<file path="src/sv/shd_pkg.sv">
`default_nettype none

package shd_pkg;

	// sync word, first byte on the wire first
	localparam logic [7:0] SYNC_B0 = 8'h53;
	localparam logic [7:0] SYNC_B1 = 8'h59;
	localparam logic [7:0] SYNC_B2 = 8'h4E;
	localparam logic [7:0] SYNC_B3 = 8'h43;

	// result kinds
	localparam logic KIND_HEADER  = 1'b0;
	localparam logic KIND_PAYLOAD = 1'b1;

	// payload limit after reset, and its third for the raw RGB check
	localparam logic [31:0] MAX_PAYLOAD_RESET = 32'd19999960;
	localparam logic [30:0] MAX_DIV3_RESET    = 31'(MAX_PAYLOAD_RESET / 3);

	// floor(x / 3) == (x * DIV3_RECIP) >> 33 for any 32-bit x
	localparam logic [31:0] DIV3_RECIP = 32'hAAAAAAAB;

	// parser phase
	typedef enum logic [1:0] {
		PH_HUNT    = 2'b01,
		PH_PAYLOAD = 2'b10
	} phase_t;

	// one result beat
	typedef struct packed {
		logic               kind;
		logic [31:0]        frame_width;
		logic [31:0]        frame_height;
		logic [31:0]        fps_bits;
		logic signed [31:0] link_rssi;
		logic               upscale_on;
		logic signed [31:0] good_frames;
		logic signed [31:0] bad_frames;
		logic               interp_enabled;
		logic               interp_ok;
		logic [7:0]         payload_byte;
		logic               last_byte;
	} res_t;

endpackage

`default_nettype wire

</file>
<file path="src/sv/shd_out_buf.sv">
`default_nettype none

// Result register with a skid entry behind it.
module shd_out_buf (
	input  wire logic          clk,
	input  wire logic          arst_n,
	input  wire logic          push,
	input  wire shd_pkg::res_t push_res,
	output logic               ready,
	output logic               out_valid,
	input  wire logic          out_ready,
	output shd_pkg::res_t      head_res
);
	import shd_pkg::*;

	logic head_v_q;
	logic skid_v_q;
	res_t head_q;
	res_t skid_q;
	logic pop;

	assign pop       = head_v_q && out_ready;
	assign ready     = !skid_v_q;
	assign out_valid = head_v_q;
	assign head_res  = head_q;

	// valid bits
	always_ff @(posedge clk or negedge arst_n) begin
		if (!arst_n) begin
			head_v_q <= 1'b0;
			skid_v_q <= 1'b0;
		end else if (pop) begin
			if (skid_v_q) begin
				skid_v_q <= push;
			end else begin
				head_v_q <= push;
			end
		end else if (push) begin
			if (head_v_q) begin
				skid_v_q <= 1'b1;
			end else begin
				head_v_q <= 1'b1;
			end
		end
	end

	// data
	always_ff @(posedge clk) begin
		if (pop) begin
			if (skid_v_q) begin
				head_q <= skid_q;
				if (push) begin
					skid_q <= push_res;
				end
			end else if (push) begin
				head_q <= push_res;
			end
		end else if (push) begin
			if (head_v_q) begin
				skid_q <= push_res;
			end else begin
				head_q <= push_res;
			end
		end
	end

endmodule

`default_nettype wire

</file>
<file path="config.mk">
export PLATFORM = sky130hd
export DESIGN_NAME = shd_out_buf
export DESIGN_NICKNAME = d
export VERILOG_FILES = /design/src/sv/shd_pkg.sv /design/src/sv/shd_out_buf.sv
export SDC_FILE = /design/constraint.sdc
export NUM_CORES = 1
export LEC_CHECK = 0
export BUFFER_PORTS_ARGS = -buffer_cell sky130_fd_sc_hd__buf_2
export CAP_MARGIN = 15
export CORE_MARGIN = 10
export CORE_UTILIZATION = 52
export DETAILED_ROUTE_END_ITERATION = 8
export PLACE_DENSITY = 0.91
export RECOVER_POWER = 50
export SLEW_MARGIN = 20
export SYNTH_ARGS = -nofsm -noshare
export SYNTH_HDL_FRONTEND = slang
export SYNTH_SLANG_ARGS = --single-unit
</file>
<file path="constraint.sdc">
create_clock -name clk -period 12.6 [get_ports clk]
set_input_delay 1.89 -clock clk [delete_from_list [all_inputs] [get_ports clk]]
set_output_delay 1.89 -clock clk [all_outputs]
set_load 0.05 [all_outputs]
</file>
# Word level (Yosys, flattened, before mapping)
# Index checks and enable logic that the tools add are counted.
# W data, S select, Z words.
# totals
register_bits	412
output_inout_bits	207
word_cells	55
# classes
eq_ne	4
n_reduce_logical	9
n_mux	16
# op_table
operator	n
$mux W205	9
$mux W1	7
$ne A2 B2 Y1 const B	3
$reduce_bool A2 Y1	3
$reduce_and A2 Y1	2
$reduce_and A4 Y1	1
$reduce_and A3 Y1	1
$ne A2 B1 Y1 const B	1
$logic_and A1 B1 Y1	1
$logic_not A1 Y1	1

# Longest topological paths before layout
# depth
word_depth	3
mapped_depth	4

# Least setup slack after synthesis
# OpenSTA, ideal clock, no wires.
# synth_timing
path_type	input -> register
start	in push
end	reg head_q, in the netlist head_res[0] (enable)
t_arrival_ns	11.809
setup_slack_ns	-0.046
required_time_ns	11.762
cell_stages	2
path_buffers	0
setup_ns	0.838
path_cell_list	a21oi_1 -> a21oi_1
# synth_between
elab_chain_cells	2
# synth_lines
item	line_no	rtl
from (decl)	shd_out_buf.sv:7	input wire logic push,
$reduce_bool A2 Y1 (no source line)	-	
$reduce_and A3 Y1 (no source line) (*)	-	
to (signal assigned)	shd_out_buf.sv:51	head_q <= skid_q;
to (signal assigned)	shd_out_buf.sv:56	head_q <= push_res;
to (signal assigned)	shd_out_buf.sv:62	head_q <= push_res;
to (decl)	shd_out_buf.sv:18	res_t head_q;
# Every way passes the cells marked *; elsewhere a longest branch is shown, timed or not.
# A chain may end at the register's enable or synchronous reset.

# Final worst setup path
# layout_timing
start	in push
end	reg head_q, in the netlist head_res[174] (enable)
# Same word-level chain as after synthesis.

==> results.md <==
- The number of pins exceeding their max-slew limit in the final report is 258.
- The worst hold path belongs to the class flop to flop.
- The number of hold buffers added after CTS was 0.
- The startpoint of the worst hold path is skid_q[73].
- The total of warnings raised by yosys is 0.
- The share of synthesized area in the top cell type comes to 0.8238.
- The die outline height is 189.5 µm.
- In this run, placement finished with an instance count of 1,434.
- The internal power contribution is 2.571 mW.
- At the end of routability-driven placement, the weighted congestion stood at 0.8237.
- The layout has 1,978 filler cells.
- The first-pass GRT wire length is 51,840 µm.
- The number of instances in the synthesized netlist is 650.
- STA classifies the critical path startpoint as a primary input.
- The end of the worst hold path is head_res[73].
- The data required time at the worst endpoint is 12.73 ns.
- The detail route stage leaves a number of antenna-violating nets equal to 0.
- Setup repair after global routing left no endpoint under its margin.
- Of the total power, registers draw 0.489.
- The site row count is 62.
- The number of synthesized flops with an enable pin is 410.
- The worst hold-check slack is 0.5246 ns.
- The worst register-to-register path ends at head_res[174].
- The final HPWL from detailed placement is 24,310 µm.
- The starting density of the core is 0.5235.
- In the finished design, the share of the clock period the worst path needs comes to 0.4865.
- For this run, design rule violations remaining after detail routing come to 0.
- The depth of the CTS H-tree is 2.
- Counting instances in the post-synthesis netlist gives the leading cell types as edfxtp_1 (410), mux2_1 (150), mux2_2 (55), buf_6 (15), buf_2 (5).
- The number of gates given a new drive strength after cts is 0.
- The total overflow reported by the global router is 0.
- The hold violation total from the final report is 0.
- The count of buffers from port buffering is 415.
- The worst setup skew after layout is 0.008696 ns.
- The library cell used as clock root buffer is clkbuf_16.
- In this run the post-CTS setup repair buffer count came out at 0.
- The share of the Yosys chip area taken by registers is 0.8272.
- The checks that failed: capacitance limit, slew limit.
- The run finished, with violations left.
- After routing, the total negative slack on setup checks comes to 0 ns.
- The critical path class is primary input to flop.
- In the routed layout, each cell is associated on average with a via count of 5.169.
- The clock slew seen by the registers of the worst setup and hold paths is 0.06 ns.
- The total of flip-flops plus latches after synthesis is 412.
- The hold-critical path depth is 1.
- For this run, the detailed router's first-pass iteration total came to 4.
- The origin of the critical flop-to-flop path is out_valid.
- The die is 189.5 µm wide.
- The initial antenna violation count is 8.
- The number of nets handed over by synthesis was 859.
- The buffer depth of the longest clock path is 3.
- The category of the worst setup path capture point is a flop.
- Of the total power, the share spent switching nets is 0.2786.
- The power share of the combinational group is 0.166.
- The number of nets in the finished design is 1,303.
- For this design the total switching power over the nets is 0.9932 mW.
- The post-route non-filler standard cell count is 1,517.
- Power spread over the standard cell area amounts to 193.0 nW/µm².
- The average instance in the mapped netlist occupies 22.99 µm².
- The worst relative slew slack is -1.496.
- The most area-hungry cell type in the Yosys netlist is edfxtp_1.
- Yosys attributes the largest share of cell area to edfxtp_1 (82%), mux2_1 (11%), mux2_2 (4.1%).
- The number of global-route vias before repair is 8,534.
- The instance area after placement is 17,370 µm².
- For this run, the leading register cell type out of synthesis is edfxtp_1.
- After layout, the design draws a total of 3.564 mW.
- The proportion of layout cells with a drive suffix above 1 is 0.2904.
- In the post-route analysis, the smallest setup slack over all paths is 6.470 ns.
- The number of CTS-inserted buffers is 42.
- The final cell utilization of the core is 0.6470.
- The max capacitance violation total is 4.
- After detailed routing, the average wire length per cell comes to 22.95 µm.
- The cell area after synthesis is 14,940 µm².
- The data arrival time of the worst path is 6.26 ns.
- Counting cells, the worst reg-to-reg path comes to 4.
- Prior to clock tree synthesis, the placed netlist has a worst setup slack of 8.156 ns.
- Setup violations remaining at the end of the flow were counted as 0.
- The total routed wirelength is 34,810 µm.
- The leakage power total is 6.600 nW.
- The floorplan core area is 28,550 µm².
- The achievable frequency is 163.1 MHz.
- The detailed router's first-iteration violation count is 528.
- The worst register-to-register path has a setup slack of 7.52 ns.
- The number of different library cells used by synthesis comes to 15.
- The clock network power share is 0.345.
- The largest net degree at the start of global routing is 84.
- For the pin with the worst max-slew slack, the measured transition is 3.744 ns.
- The library cell with the highest instance count after synthesis is edfxtp_1.
- The final instance area is 18,470 µm².
- TritonCTS built the clock tree.
- The clock period could shrink to 6.130 ns.
- The detailed router placed 7,842 vias in this run.
- The I/O pin count is 416.
- The worst-case IR drop observed on VDD is 0.1457 mV.
- The full die area is 35,920 µm².
- In the global route stage, overall resource usage came out at 0.1875.
- The area growth from synthesis to layout is 23.59%.
- The share of synthesized registers carrying an async set or reset is 0.004854.
- For the worst-skew pair, the clock arrives at the later sink with an insertion delay of 0.52 ns.
- The worst-path maximum fanout is 83.
- The clock net in this run drives a total of 412 sinks.
==> power groups by stage <==
stage / combinational (mW) / clock (mW) / sequential, mW
finish: 0.593 / 1.23 / 1.74
global placement: 0.597 / 0 / 1.76
detailed placement: 0.609 / 0 / 1.76
global route: 0.624 / 1.31 / 1.75
floorplan: 0.156 / 0 / 2.07
CTS: 0.613 / 1.25 / 1.74
==> how the worst max path moves through the flow <==
stage                   start            end  slack [ns]  depth (start not counted)
floorplan           out_ready    head_res[0]        4.22                          2
global placement    out_ready     skid_q[81]        8.20                          4
detailed placement  out_ready    skid_q[144]        8.16                          4
CTS                 out_ready    skid_q[146]        8.71                          4
global route             push  head_res[183]        6.06                          5
finish                   push  head_res[174]        6.47                          5
==> flip-flops by register name (all words and copies together), names as in the netlist <==
name / flops
head_res: 205
skid_q: 205
out_valid: 1
skid_v_q: 1
==> kinds of logic (layout without fill, tap and decap cells) <==
logic type,count (synthesis),in the layout,synth area share
AO/OA/AOI/OAI,5,5,0.001926
buffers and inverters,24,500,0.01448
flip-flops,412,412,0.8272
AND/OR/NAND/NOR,4,4,0.001926
other,0,7,0
multiplexers,205,205,0.1545
==> cell type report <==
class,instances,area (µm²),area share
Sequential cell,412,12360,0.6693
Timing Repair Buffer,422,1868,0.1011
Multi-Input combinational cell,214,2361,0.1278
Tap cell,384,480.5,0.02601
Clock inverter,19,192.7,0.01043
Clock buffer,57,1181,0.06395
Antenna cell,7,17.52,0.0009484
Inverter,2,7.507,0.0004064
==> critical path, cell delays in order <==
cell and delay [ns]:
clkbuf_1 0.18, a21oi_1 0.07, a21oi_1 0.19, clkbuf_1 2.64, buf_4 1.13
==> cells in the final DEF, fill, tap and decap left out <==
| master | count |
|---|---|
| a21o_1 | 1 |
| a21oi_1 | 3 |
| and3_1 | 1 |
| buf_2 | 212 |
| buf_4 | 5 |
| bufinv_16 | 4 |
| clkbuf_1 | 216 |
| clkbuf_16 | 45 |
| clkbuf_8 | 1 |
| clkinv_1 | 7 |
| clkinv_2 | 6 |
| clkinvlp_4 | 1 |
| dfrtp_1 | 2 |
| diode_2 | 7 |
| edfxtp_1 | 410 |
| inv_1 | 2 |
| inv_6 | 1 |
| mux2_1 | 153 |
| mux2_2 | 52 |
| nand2b_1 | 1 |
| nand3_1 | 1 |
| nor2b_1 | 1 |
| o22ai_1 | 1 |
==> layer usage <==
metal | global-route usage | vias to the layer above | wire length [µm]
met3 | 0.05795 | 89 | 2842
met1 | 0.2164 | 3890 | 12780
met5 | 0 | - | 41
li1 | - | 3509 | -
met4 | 0.08974 | 6 | 1378
met2 | 0.3140 | 348 | 17770
(Power assumes the default switching activity.)
